$ cat config.mk
export PLATFORM = sky130hd
export DESIGN_NAME = utf8_stream_validator_top
export DESIGN_NICKNAME = d
export VERILOG_FILES = /design/src/utf8v_pkg.sv /design/src/utf8_stream_validator_top.sv /design/src/utf8v_in_stage.sv /design/src/utf8v_scan.sv /design/src/utf8v_out_stage.sv
export SDC_FILE = /design/constraint.sdc
export NUM_CORES = 1
export LEC_CHECK = 0
export BUFFER_PORTS_ARGS = -buffer_cell sky130_fd_sc_hd__buf_2
export CORE_MARGIN = 1
export CORE_UTILIZATION = 50
export CTS_BUF_LIST = sky130_fd_sc_hd__clkbuf_4
export CTS_CLUSTER_DIAMETER = 80
export CTS_CLUSTER_SIZE = 25
export DETAILED_ROUTE_END_ITERATION = 6
export HOLD_SLACK_MARGIN = 0.03
export PLACE_DENSITY_LB_ADDON = 0.1
export SETUP_SLACK_MARGIN = 0.02
export SLEW_MARGIN = 15
export SYNTH_ARGS = -nofsm -noshare
export SYNTH_HDL_FRONTEND = slang
export SYNTH_SLANG_ARGS = --single-unit
$ cat constraint.sdc
create_clock -name clock -period 2.1 [get_ports clock]
set_input_delay 0.315 -clock clock [delete_from_list [all_inputs] [get_ports clock]]
set_output_delay 0.315 -clock clock [all_outputs]
set_load 0.01 [all_outputs]
$ cat src/utf8v_pkg.sv
// Shared types, codes and constants for the UTF-8 stream validator.
package utf8v_pkg;

   localparam int unsigned DataWidth   = 8;
   localparam int unsigned StatusWidth = 3;
   localparam int unsigned RspWidth    = 8;

   localparam logic [7:0] TrailMask  = 8'hc0;
   localparam logic [7:0] TrailCode  = 8'h80;
   localparam logic [7:0] Lead2Mask  = 8'he0;
   localparam logic [7:0] Lead2Code  = 8'hc0;
   localparam logic [7:0] Overlong2  = 8'h1e;
   localparam logic [7:0] Lead3Mask  = 8'hf0;
   localparam logic [7:0] Lead3Code  = 8'he0;
   localparam logic [7:0] Lead4Mask  = 8'hfc;
   localparam logic [7:0] Lead4Code  = 8'hf0;
   localparam logic [7:0] LeadE0     = 8'he0;
   localparam logic [7:0] LeadED     = 8'hed;
   localparam logic [7:0] LeadF0     = 8'hf0;
   localparam logic [7:0] LeadF4     = 8'hf4;

   typedef enum logic [2:0] {
      KIND_PLAIN = 3'd0,
      KIND_E0    = 3'd1,
      KIND_ED    = 3'd2,
      KIND_F0    = 3'd3,
      KIND_F4    = 3'd4
   } lead_kind_type;

   typedef enum logic [StatusWidth-1:0] {
      STATUS_VALID   = 3'd0,
      STATUS_INVALID = 3'd1,
      STATUS_TRUNC1  = 3'd2,
      STATUS_TRUNC2  = 3'd3,
      STATUS_TRUNC3  = 3'd4
   } status_type;

   typedef struct packed {
      logic [DataWidth-1:0] data_byte;
      logic                 has_byte;
      logic                 end_of_buffer;
   } beat_type;

   typedef struct packed {
      logic          fault_seen;
      logic [1:0]    bytes_missing;
      lead_kind_type lead_kind;
      logic          awaiting_second;
      logic          sequence_bad;
   } scan_state_type;

   localparam scan_state_type ScanIdle = '{
      fault_seen: 1'b0, bytes_missing: 2'd0, lead_kind: KIND_PLAIN,
      awaiting_second: 1'b0, sequence_bad: 1'b0};

endpackage

$ cat src/utf8_stream_validator_top.sv
// Top level of the strict UTF-8 stream validator.
//
// The request channel carries one byte of a buffer per beat. The tuser bit
// says whether tdata holds a real byte; a beat without a byte leaves the
// scan state alone, so a lone such beat with tlast closes an empty buffer.
// The beat with tlast ends the buffer and yields exactly one status beat on
// the response channel: 0 valid, 1 invalid byte, 2 to 4 truncated with one
// to three bytes missing. The first fault wins and later bytes are ignored,
// but a bad byte in a sequence cut short by tlast reports as truncated.
// The block takes one request beat every cycle while req_tready is high.
// A status reaches rsp_tvalid via the input register, then the status
// register. Reset clears the valid bits of both registers and the scan
// state, so the next beat starts a new buffer. When the receiver stalls, the
// status is held in its register; bytes inside a buffer keep flowing, and
// a second tlast beat waits in the input register, deasserting req_tready.
module utf8_stream_validator_top
   import utf8v_pkg::*;
(
   input  logic                 clock,
   input  logic                 reset,
   input  logic                 req_tvalid,
   output logic                 req_tready,
   input  logic [DataWidth-1:0] req_tdata,   // [7:0] data_byte
   input  logic                 req_tuser,   // [0] has_byte
   input  logic                 req_tlast,
   output logic                 rsp_tvalid,
   input  logic                 rsp_tready,
   output logic [RspWidth-1:0]  rsp_tdata    // [2:0] status, [7:3] zero
);

   logic                   beat_valid;
   beat_type               beat;
   logic                   beat_take;
   logic                   res_valid;
   logic [StatusWidth-1:0] res_status;
   logic                   res_ready;

   utf8v_in_stage u_in_stage (
      .clock      (clock),
      .reset      (reset),
      .req_tvalid (req_tvalid),
      .req_tready (req_tready),
      .req_tdata  (req_tdata),
      .req_tuser  (req_tuser),
      .req_tlast  (req_tlast),
      .beat_valid (beat_valid),
      .beat       (beat),
      .beat_take  (beat_take)
   );

   utf8v_scan u_scan (
      .clock      (clock),
      .reset      (reset),
      .beat_valid (beat_valid),
      .beat       (beat),
      .beat_take  (beat_take),
      .res_valid  (res_valid),
      .res_status (res_status),
      .res_ready  (res_ready)
   );

   utf8v_out_stage u_out_stage (
      .clock      (clock),
      .reset      (reset),
      .res_valid  (res_valid),
      .res_status (res_status),
      .res_ready  (res_ready),
      .rsp_tvalid (rsp_tvalid),
      .rsp_tready (rsp_tready),
      .rsp_tdata  (rsp_tdata)
   );

endmodule

$ cat src/utf8v_in_stage.sv
// Input register that holds one request beat for the scanner.
module utf8v_in_stage
   import utf8v_pkg::*;
(
   input  logic                 clock,
   input  logic                 reset,
   input  logic                 req_tvalid,
   output logic                 req_tready,
   input  logic [DataWidth-1:0] req_tdata,
   input  logic                 req_tuser,
   input  logic                 req_tlast,
   output logic                 beat_valid,
   output beat_type             beat,
   input  logic                 beat_take
);

   logic     valid_ff;
   logic     valid_in;
   beat_type beat_ff;

   assign req_tready = !valid_ff || beat_take;
   assign valid_in   = (req_tvalid && req_tready) || (valid_ff && !beat_take);

   always_ff @(posedge clock) begin
      if (reset) begin
         valid_ff <= 1'b0;
      end else begin
         valid_ff <= valid_in;
      end
   end

   always_ff @(posedge clock) begin
      if (req_tvalid && req_tready) begin
         beat_ff <= '{data_byte: req_tdata, has_byte: req_tuser, end_of_buffer: req_tlast};
      end
   end

   assign beat_valid = valid_ff;
   assign beat       = beat_ff;

endmodule

$ cat src/utf8v_scan.sv
// Per-beat UTF-8 state update and end-of-buffer status.
module utf8v_scan
   import utf8v_pkg::*;
(
   input  logic                   clock,
   input  logic                   reset,
   input  logic                   beat_valid,
   input  beat_type               beat,
   output logic                   beat_take,
   output logic                   res_valid,
   output logic [StatusWidth-1:0] res_status,
   input  logic                   res_ready
);

   scan_state_type state_ff;
   scan_state_type state_in;
   scan_state_type upd;
   status_type     status;

   assign beat_take = beat_valid && (!beat.end_of_buffer || res_ready);
   assign res_valid = beat_valid && beat.end_of_buffer;

   always_comb begin
      logic [7:0] b;
      logic [7:0] lo;
      logic [7:0] hi;
      logic [1:0] left;
      b    = beat.data_byte;
      lo   = 8'h80;
      hi   = 8'hbf;
      left = state_ff.bytes_missing - 2'd1;
      upd  = state_ff;
      if (beat.has_byte && !state_ff.fault_seen) begin
         if (state_ff.bytes_missing != 2'd0) begin
            if (state_ff.awaiting_second) begin
               case (state_ff.lead_kind)
                  KIND_E0: lo = 8'ha0;
                  KIND_ED: hi = 8'h9f;
                  KIND_F0: lo = 8'h90;
                  KIND_F4: hi = 8'h8f;
                  default: ;
               endcase
            end
            if (b < lo || b > hi) begin
               upd.sequence_bad = 1'b1;
            end
            upd.awaiting_second = 1'b0;
            upd.bytes_missing   = left;
            if (left == 2'd0) begin
               upd.fault_seen   = upd.sequence_bad;
               upd.sequence_bad = 1'b0;
               upd.lead_kind    = KIND_PLAIN;
            end
         end else if (b[7] == 1'b0) begin
            upd = state_ff;
         end else if ((b & Lead2Mask) == Lead2Code) begin
            if ((b & Overlong2) == 8'h00) begin
               upd.fault_seen = 1'b1;
            end else begin
               upd.bytes_missing   = 2'd1;
               upd.lead_kind       = KIND_PLAIN;
               upd.awaiting_second = 1'b1;
               upd.sequence_bad    = 1'b0;
            end
         end else if ((b & Lead3Mask) == Lead3Code) begin
            upd.bytes_missing   = 2'd2;
            upd.lead_kind       = (b == LeadE0) ? KIND_E0 :
                                  (b == LeadED) ? KIND_ED : KIND_PLAIN;
            upd.awaiting_second = 1'b1;
            upd.sequence_bad    = 1'b0;
         end else if ((b & Lead4Mask) == Lead4Code) begin
            upd.bytes_missing   = 2'd3;
            upd.lead_kind       = (b == LeadF0) ? KIND_F0 : KIND_PLAIN;
            upd.awaiting_second = 1'b1;
            upd.sequence_bad    = 1'b0;
         end else if (b == LeadF4) begin
            upd.bytes_missing   = 2'd3;
            upd.lead_kind       = KIND_F4;
            upd.awaiting_second = 1'b1;
            upd.sequence_bad    = 1'b0;
         end else begin
            upd.fault_seen = 1'b1;
         end
      end
   end

   always_comb begin
      if (upd.fault_seen) begin
         status = STATUS_INVALID;
      end else begin
         case (upd.bytes_missing)
            2'd1:    status = STATUS_TRUNC1;
            2'd2:    status = STATUS_TRUNC2;
            2'd3:    status = STATUS_TRUNC3;
            default: status = STATUS_VALID;
         endcase
      end
   end

   assign res_status = status;
   assign state_in   = beat.end_of_buffer ? ScanIdle : upd;

   always_ff @(posedge clock) begin
      if (reset) begin
         state_ff <= ScanIdle;
      end else if (beat_take) begin
         state_ff <= state_in;
      end
   end

endmodule

$ cat src/utf8v_out_stage.sv
// Output register that holds one status beat until the receiver takes it.
module utf8v_out_stage
   import utf8v_pkg::*;
(
   input  logic                   clock,
   input  logic                   reset,
   input  logic                   res_valid,
   input  logic [StatusWidth-1:0] res_status,
   output logic                   res_ready,
   output logic                   rsp_tvalid,
   input  logic                   rsp_tready,
   output logic [RspWidth-1:0]    rsp_tdata
);

   logic                   valid_ff;
   logic                   valid_in;
   logic [StatusWidth-1:0] status_ff;

   assign res_ready = !valid_ff || rsp_tready;
   assign valid_in  = (res_valid && res_ready) || (valid_ff && !rsp_tready);

   always_ff @(posedge clock) begin
      if (reset) begin
         valid_ff <= 1'b0;
      end else begin
         valid_ff <= valid_in;
      end
   end

   always_ff @(posedge clock) begin
      if (res_valid && res_ready) begin
         status_ff <= res_status;
      end
   end

   assign rsp_tvalid = valid_ff;
   assign rsp_tdata  = {{(RspWidth - StatusWidth){1'b0}}, status_ff};

endmodule

==> results.toml, run 1 <==
[floorplan]
initial_utilization = 0.528
core-area_sq_um = 2480
die-area_sq_um = 2820
pin_count = 24
rows = 18
die-height_um = 53.1
die_w_um = 53.1

[grt]
grt_overflow = 0
grt_max_degree = 14
first_global_vias = 939
track_usage = 0.204
grt_first_pass_wirelength_mm = 4.08
antenna_found_initial = 0

[run_status]
violations = "design-rule violations"
run_status = "finished with violations"

[setup_path]
cp_num_buf_inv = 0
cp.depth = 8
critPathKind = "reg -> reg"
max_stage_delay_ns = 0.37
crit_arrival_ns = 2.16
cp-start-kind = "flop"
cp.required_ns = 2.17
critPathTopFamily = "compound AO/OA/AOI/OAI gates"
ff2ff_path_depth = 8
critPathMaxFanout = 5
r2r_start = "u_scan.state_ff[3]$_SDFFE_PP0P_"
startpoint = "u_scan.state_ff[3]$_SDFFE_PP0P_"
crit_path_end_kind = "flop"
path_cells = "xnor2_1 -> nor3b_1 -> ha_1 -> a21o_1 -> o21ai_0 -> o2111a_2 -> a2111oi_4 -> or3_1"
crit_path_top_delay_cell = "dfxtp_2"

[clocking]
cts-root-buf = "clkbuf_4"
cts_max_level = 1
tritoncts = "built"
worst_skew_pair.late_latency_ns = 0.32
cts_buffers = 3
path_clk_slew_ns = 0.13
clock_sinks = 23
cts_hold_buf = 0
clk_path_buf_depth = 2

[route]
avgRoutedWirePerCell_um = 14.2
ant_nets = 0
dr.pass1.iters = 6
drc = 1
via_per_inst = 5.89
drt_iter0_markers = 36
totalWireLength_mm = 2.61
vias = 1078

[synthesis]
syn_area_sq_um = 1310
ys.flop_type = "edfxtp_1"
yosys_warnings = 0
seq_area_frac_synth = 0.452
synthCells = 125
synth_cell_types = 42
ys_async_sr_fraction = 0
avgSynthCellArea_sq_um = 10.5
synth_edf_count = 13
ys_seq_elements = 23

[power]
ir_worst_vdd_v = 0.000453
p_per_area_nw_per_um2 = 545
power.leakage_nw = 0.591

[sta]
hold_violations = 0
finClkSkew_ns = 0.00824
setup_violations = 0
min_period_over_period = 0.995
setup_ws_ns = 0.0106
tightest_slew_ns = 0.952
rsz0062_at_grt = "true"
relSlewSlack = 0.362
period_minus_slack_ns = 2.09
final_max_slew_viol_count = 0
max_freq_mhz = 479

[placement]
dp_hpwl_mm = 1.95
dp_slack_ns = -0.0386
portBuffers = 18
place_congestion = 0.876

[flow_run]
drv_cap = 0

[min_path]
hold_class = "in -> reg"
hold_depth = 1
hold_start = "req_tdata[5]"

[final_layout]
fillers = 215
nNetsFinal = 173
area_growth_pct = 18.0
final_layout_size_suffix_gt1_frac = 0.288
final_core_util = 0.623
n_antenna_cell = 0
[metal layers]
| layer | vias up | GRT usage | routed length [um] |
|---|---|---|---|
| met5 | - | 0 | 0 |
| met4 | 0 | 0.0658 | 27 |
| met3 | 5 | 0.0345 | 135 |
| met2 | 45 | 0.335 | 1230 |
| met1 | 497 | 0.268 | 1220 |
| li1 | 531 | - | - |
[state kept, by name (all words and copies together), names as in the netlist]
register and cells:
u_in_stage.beat 10, u_out_stage.rsp_tvalid 1, u_scan.state_ff 8, u_in_stage.beat_valid 1
u_out_stage.status_ff 3
[cell usage in the layout, fill, tap and decap left out, types with 4 or more instances in the layout]
cell      Yosys  routed
buf_2         0      18
edfxtp_1     13      13
buf_4         5      11
nor2_1        8       8
dfxtp_1      10       8
inv_1         6       6
nand3_1       6       6
ha_1          5       5
conb_1        1       5
nor3_1        5       4
nand2_1       4       4
a21oi_1       5       4
nor3b_1       4       4
a22o_1        4       4
[cells in the mapped netlist, types with 4 or more instances]
library cell,number,area [sq um]
nand3_1,6,30.0
nand2_1,4,15.0
buf_4,5,37.5
clkbuf_1,4,15.0
edfxtp_1,13,390
a21oi_1,5,25.0
dfxtp_1,10,200
nor3_1,5,25.0
ha_1,5,62.6
nor3b_1,4,30.0
nor2_1,8,30.0
a22o_1,4,35.0
inv_1,6,22.5
[logic make-up after synthesis]
group,count (synthesis),share of synthesized area
and+or+nand+nor,44,0.204
AOI/OAI and AO/OA,36,0.230
DFF,23,0.452
buffers and inverters,15,0.0574
adders and majority gates,5,0.0478
xor gates and xnor gates,1,0.00670
other,1,0.00287
[cell type report]
type	instances	area [sq um]	share of cell area
inverters	6	22.5	0.0146
multi-input cells	91	689	0.447
clock inverters	1	5.00	0.00324
well taps	30	37.5	0.0243
repair buffers	29	173	0.112
clock buffers	3	22.5	0.0146
flip-flops and latches	23	593	0.384
[worst register-to-register path: stages (launching register included)]
cell and delay [ns]:
dfxtp_2 0.37, xnor2_1 0.12, nor3b_1 0.19, ha_1 0.28
a21o_1 0.17, o21ai_0 0.06, o2111a_2 0.25, a2111oi_4 0.08
or3_1 0.32
[what timing repair did]
item / 4_1_cts / 5_1_grt
gates resized for setup: 4 / 5
hold endpoints to repair: 0 / 0
endpoints found under the setup margin: 3 / 3
pin swaps: 1 / 2
setup buffers: 1 / 2
[per-stage QoR]
step | total power [mW] | area [sq um] | hold slack [ns] | TNS [ns] | cells
detailed placement | 0.631 | 1460 | 0.449 | -0.0386 | 176
finish | 0.841 | 1540 | 0.160 | 0 | 183
floorplan | 0.595 | 1320 | 0.384 | 0 | 129
global placement | 0.629 | 1460 | 0.455 | -0.00536 | 176
CTS | 0.835 | 1500 | 0.160 | 0 | 181
global route | 0.877 | 1540 | 0.149 | -0.184 | 183
[worst paths after layout]
kind	endpoint	slack, ns
worst max register to register	u_out_stage.status_ff[0]$_SDFFCE_PP1P_	0.01
worst max-delay path	u_out_stage.status_ff[0]$_SDFFCE_PP1P_	0.01
worst min register to register	u_scan.state_ff[0]$_SDFFE_PP0P_	0.48
worst min-delay path	u_in_stage.beat[7]$_DFFE_PP_	0.16
[where the power goes]
group / switching (mW) / internal (mW)
clock: 0.136 / 0.0713
sequential: 0.0227 / 0.494
combinational: 0.0612 / 0.0558
total: 0.220 / 0.621
Power figures use the tool's default switching activity.
==> run 2, diff against run 1 <==
Settings changed: CORE_MARGIN 1 to 2, MAX_ROUTING_LAYER from default to met4.
==> run 2 against run 1 <==
  * The flow finishes with violations (negative setup slack)
  * Non-clock buffer count up 6
  * Critical path depth unchanged
  * Power increased by 1.9%
  * Cell count up 3.3%
  * Clock skew shrank 0.0041 ns
  * Critical endpoint unchanged
  * Largest cell class unchanged
  * Largest power group unchanged
==> results.toml, run 2 (synthesis gave the netlist of run 1 again) <==
[clocking]
cts_hold_buf = 0
tritoncts = "built"
worst_skew_pair.late_latency_ns = 0.31
path_clk_slew_ns = 0.12
cts_buffers = 3
cts_max_level = 1
clock_sinks = 23
cts-root-buf = "clkbuf_4"
clk_path_buf_depth = 2

[sta]
tightest_slew_ns = 0.942
relSlewSlack = 0.369
period_minus_slack_ns = 2.13
hold_violations = 0
holdWs_ns = 0.164
finClkSkew_ns = 0.00416
setup_violations = 1
setup-tns-final_ns = -0.0287
max_freq_mhz = 470
rsz0062_at_grt = "true"
min_period_over_period = 1.01
setup_ws_ns = -0.0287
final_max_slew_viol_count = 0

[final_layout]
largest_reg_flops = 10
area_growth_pct = 23.2
final_core_util = 0.650
n_antenna_cell = 0
fin_cells = 189
final_layout_size_suffix_gt1_frac = 0.333
mostFrequentLayoutCells = "buf_2, buf_4, edfxtp_1"
mostFrequentLayoutCell = "buf_2"
nNetsFinal = 179
fillers = 217

[route]
totalWireLength_mm = 2.77
drc = 0
ant_nets = 0
via_per_inst = 5.95
vias = 1124
dr.pass1.iters = 4
drt_iter0_markers = 25
avgRoutedWirePerCell_um = 14.6

[floorplan]
die_w_um = 55.1
die-area_sq_um = 3040
die-height_um = 55.1
core-area_sq_um = 2480
rows = 18
initial_utilization = 0.528
pin_count = 24

[setup_path]
path_cells = "xnor2_2 -> nor3b_2 -> ha_1 -> a21o_1 -> o21ai_1 -> o2111a_2 -> a2111oi_4 -> or3_1"
cp_num_buf_inv = 0
critPathTopFamily = "compound AO/OA/AOI/OAI gates"
cp.required_ns = 2.18
rrSetupSlack_ns = -0.03
crit_path_end_kind = "flop"
crit_path_top_delay_cell = "dfxtp_4"
ff2ff_path_depth = 8
r2r_start = "u_scan.state_ff[3]$_SDFFE_PP0P_"
critPathKind = "reg -> reg"
max_stage_delay_ns = 0.38
crit_arrival_ns = 2.21
critPathMaxFanout = 4
cp-start-kind = "flop"
reg2reg_to = "u_out_stage.status_ff[0]$_SDFFCE_PP1P_"

[grt]
grt_max_degree = 13
track_usage = 0.212
grt_first_pass_wirelength_mm = 4.45
antenna_found_initial = 0
grt_overflow = 0
first_global_vias = 1030

[run_status]
violations = "negative setup slack"
run_status = "finished with violations"

[placement]
portBuffers = 18
dp_hpwl_mm = 2.08
place_congestion = 0.925
dp_cells = 179

[power]
p_per_area_nw_per_um2 = 532
ir_worst_vdd_v = 0.000447
design_power_total_uw = 857
power.leakage_nw = 0.626

[min_path]
hold_depth = 1
min_delay_worst_endpoint = "u_in_stage.beat[1]$_DFFE_PP_"
hold_start = "req_tuser"
hold_class = "in -> reg"

[flow_run]
drv_cap = 0
[run 2: cell count changes in the layout (fill, tap and decap cells not counted), sizes merged]
cell	delta
clkinv	-1
clkbuf	+1
buf	+6
[run 2: how the worst max path moves through the flow]
stage	startpoint	to	slack, ns	cells past startpoint
6_report	u_scan.state_ff[3]$_SDFFE_PP0P_	u_out_stage.status_ff[0]$_SDFFCE_PP1P_	-0.03	8
5_1_grt	u_scan.state_ff[3]$_SDFFE_PP0P_	u_out_stage.status_ff[0]$_SDFFCE_PP1P_	-0.11	8
4_1_cts	u_scan.state_ff[3]$_SDFFE_PP0P_	u_out_stage.status_ff[0]$_SDFFCE_PP1P_	-0.004	8
3_5_place_dp	u_scan.state_ff[3]$_SDFFE_PP0P_	u_out_stage.status_ff[0]$_SDFFCE_PP1P_	-0.1	8
3_3_place_gp	u_scan.state_ff[3]$_SDFFE_PP0P_	u_out_stage.status_ff[0]$_SDFFCE_PP1P_	-0.002	8
2_1_floorplan	u_scan.state_ff[3]$_SDFFE_PP0P_	u_out_stage.status_ff[0]$_SDFFCE_PP1P_	0.07	8
[run 2: worst reg2reg max path, delay by kind of cell, from the launching register on]
| kind | cells | cell delay [ns] |
|---|---|---|
| AO/OA/AOI/OAI | 4 | 0.57 |
| AND/OR/NAND/NOR | 2 | 0.56 |
| flip-flops | 1 | 0.38 |
| adder cells (fa/ha/maj) | 1 | 0.27 |
| XOR/XNOR | 1 | 0.13 |
[run 2: metal layers]
layer	GRT usage	share of wire
met5	-	0
met4	0.0976	0.021
met3	0.0323	0.072
met2	0.333	0.48
met1	0.270	0.43
[run 2: cell type report]
| cell class | instances | area, sq um | area share |
|---|---|---|---|
| Inverter | 6 | 22.5 | 0.0140 |
| Multi-Input combinational cell | 91 | 707 | 0.439 |
| Timing Repair Buffer | 35 | 218 | 0.135 |
| Clock buffer | 4 | 30.0 | 0.0186 |
| Tap cell | 30 | 37.5 | 0.0233 |
| Sequential cell | 23 | 596 | 0.370 |
[run 2: where the power goes]
| part | internal, mW | switching (mW) |
|---|---|---|
| sequential | 0.493 | 0.0215 |
| clock | 0.0873 | 0.133 |
| combinational | 0.0596 | 0.0632 |
| total | 0.640 | 0.217 |
[run 2: repair_timing]
action,4_1_cts,5_1_grt
hold endpoints to repair,0,0
resized for setup,4,9
pin swaps,2,8
setup endpoints to repair,3,4
buffers inserted,0,6
[run 2: metrics by stage]
step / worst slack, ns / area, sq um
after detailed placement: -0.0993 / 1480
final: -0.0287 / 1610
after global placement: -0.00243 / 1480
after floorplan: 0.0725 / 1320
after CTS: -0.00385 / 1520
after global routing: -0.108 / 1610
==> run 3, diff against run 2 <==
Settings changed: CORE_UTILIZATION 50 to 51, CTS_BUF_LIST sky130_fd_sc_hd__clkbuf_4 to sky130_fd_sc_hd__clkbuf_2 sky130_fd_sc_hd__clkbuf_4 sky130_fd_sc_hd__clkbuf_8.
==> run 3 against run 2 <==
  * The flow now finishes without violations
  * Non-clock buffer count rose by 1
  * Utilization up 1.1 points
  * Count of clock-buffer cells in the layout unchanged
  * Register-to-register slack improved by 0.04 ns
  * Flip-flop and latch count stayed put
  * Sequential power about the same
  * Routed wire length shrank 4.3%
  * Die area fell by 1.8%
  * Via count is 1.1% lower
  * Critical path type unchanged
==> results.toml, run 3 (synthesis gave the netlist of run 1 again) <==
[grt]
antenna_found_initial = 0
first_global_vias = 958
grt_first_pass_wirelength_mm = 4.22
grt_max_degree = 13
grt_overflow = 0
track_usage = 0.206

[placement]
portBuffers = 18
place_congestion = 0.871
dp_slack_ns = -0.0864
dp_hpwl_mm = 1.96

[sta]
setup-tns-final_ns = 0
max_freq_mhz = 479
setup_violations = 0
final_max_slew_viol_count = 0
finClkSkew_ns = 0.00177
setup_ws_ns = 0.0105
min_period_over_period = 0.995
hold_violations = 0
period_minus_slack_ns = 2.09
tightest_slew_ns = 0.978
holdWs_ns = 0.172
relSlewSlack = 0.345
rsz0062_at_grt = "true"

[setup_path]
path_cells = "buf_4 -> ha_1 -> nand3_1 -> o21ai_1 -> o2111a_2 -> a2111oi_4 -> or3_1"
crit_arrival_ns = 2.16
r2r_start = "u_in_stage.beat[6]$_DFFE_PP_"
cp-start-kind = "flop"
cp.required_ns = 2.17
critPathKind = "reg -> reg"
startpoint = "u_in_stage.beat[6]$_DFFE_PP_"
critPathMaxFanout = 5
crit_path_end_kind = "flop"
max_stage_delay_ns = 0.50
critPathTopFamily = "flip-flops"
cp_num_buf_inv = 1
crit_path_top_delay_cell = "edfxtp_1"

[route]
totalWireLength_mm = 2.65
avgRoutedWirePerCell_um = 13.9
ant_nets = 0
drt_iter0_markers = 29
drc = 0
via_per_inst = 5.85
dr.pass1.iters = 4
vias = 1112

[final_layout]
n_antenna_cell = 0
largest_reg_flops = 10
area_growth_pct = 24.1
mostFrequentLayoutCells = "buf_2, buf_4, edfxtp_1"
mostFrequentLayoutCell = "buf_2"
nNetsFinal = 180
final_layout_size_suffix_gt1_frac = 0.344
fillers = 185

[power]
power_switching_uw = 210
combPwrFrac = 0.148
ir_worst_vdd_v = 0.000441
seqPwrFrac = 0.603
power.share.switching = 0.246
clkPwrFrac = 0.249
intPower_uw = 643
power.leakage_nw = 0.632
design_power_total_uw = 853
p_per_area_nw_per_um2 = 525

[floorplan]
die-height_um = 54.6
rows = 18
pin_count = 24
initial_utilization = 0.533
die_w_um = 54.6
die-area_sq_um = 2980
core-area_sq_um = 2450

[clocking]
cts_max_level = 1
path_clk_slew_ns = 0.12
clock_sinks = 23
cts-root-buf = "clkbuf_4"
worst_skew_pair.late_latency_ns = 0.31
cts_buffers = 3
clk_path_buf_depth = 2
tritoncts = "built"

[min_path]
hold_start = "req_tdata[3]"
hold_class = "in -> reg"

[flow_run]
drv_cap = 0

[run_status]
run_status = "complete, no violations"
==> run 3: cell count changes in the layout (fill, tap and decap cells not counted) <==
cell,change
o21ai_0,-1
dfxtp_4,-1
xnor2_1,+1
o21ai_1,+1
xnor2_2,-1
nor4bb_2,+1
nor4bb_1,-1
nor3_2,+1
nor3_1,-1
dfxtp_2,+1
buf_6,+1
==> run 3: path summary, 6_finish.rpt <==
path | to | slack (ns) | depth (start not counted)
max | u_out_stage.status_ff[0]$_SDFFCE_PP1P_ | 0.01 | 7
min | u_in_stage.beat[5]$_DFFE_PP_ | 0.17 | 1
max reg2reg | u_out_stage.status_ff[0]$_SDFFCE_PP1P_ | 0.01 | 7
min reg2reg | u_scan.state_ff[0]$_SDFFE_PP0P_ | 0.49 | 1
==> run 3: per-layer routing <==
layer | routed length (um) | global-route usage | share of wire
met4 | 46 | 0.121 | 0.017
met2 | 1270 | 0.306 | 0.48
met3 | 131 | 0.0383 | 0.049
met5 | 0 | - | 0
met1 | 1200 | 0.261 | 0.45
==> run 3: power groups by stage <==
stage,logic (mW),clock network (mW),registers (mW)
detailed placement,0.110,0,0.523
CTS,0.112,0.224,0.513
global route,0.140,0.239,0.517
global placement,0.109,0,0.522
finish,0.126,0.212,0.514
floorplan,0.0763,0,0.518
==> run 3: stage by stage <==
step                      std cells  utilization  instance area (sq um)
after global placement          179        0.603                   1480
final                           190        0.661                   1620
after floorplan                 129            -                   1320
after CTS                       184        0.626                   1540
after detailed placement        179        0.603                   1480
after global routing            190        0.661                   1620
==> run 3: what timing repair did <==
action                                  CTS  global route
hold buffers                              0             0
buffers inserted                          1             6
pin swaps                                 2             6
endpoints found under the setup margin    3             4
resized for setup                         7             8
==> run 3: worst reg2reg max path, cell delays in order, from the launching register on <==
cell and delay [ns]:
edfxtp_1 0.50, buf_4 0.19, ha_1 0.27, nand3_1 0.08
o21ai_1 0.13, o2111a_2 0.24, a2111oi_4 0.08, or3_1 0.36
==> run 3: layout make-up <==
class | count | area, sq um | area share
Tap cell | 30 | 37.5 | 0.0231
Sequential cell | 23 | 593 | 0.365
Clock buffer | 4 | 30.0 | 0.0185
Timing Repair Buffer | 36 | 229 | 0.141
Inverter | 6 | 22.5 | 0.0139
Multi-Input combinational cell | 91 | 711 | 0.438
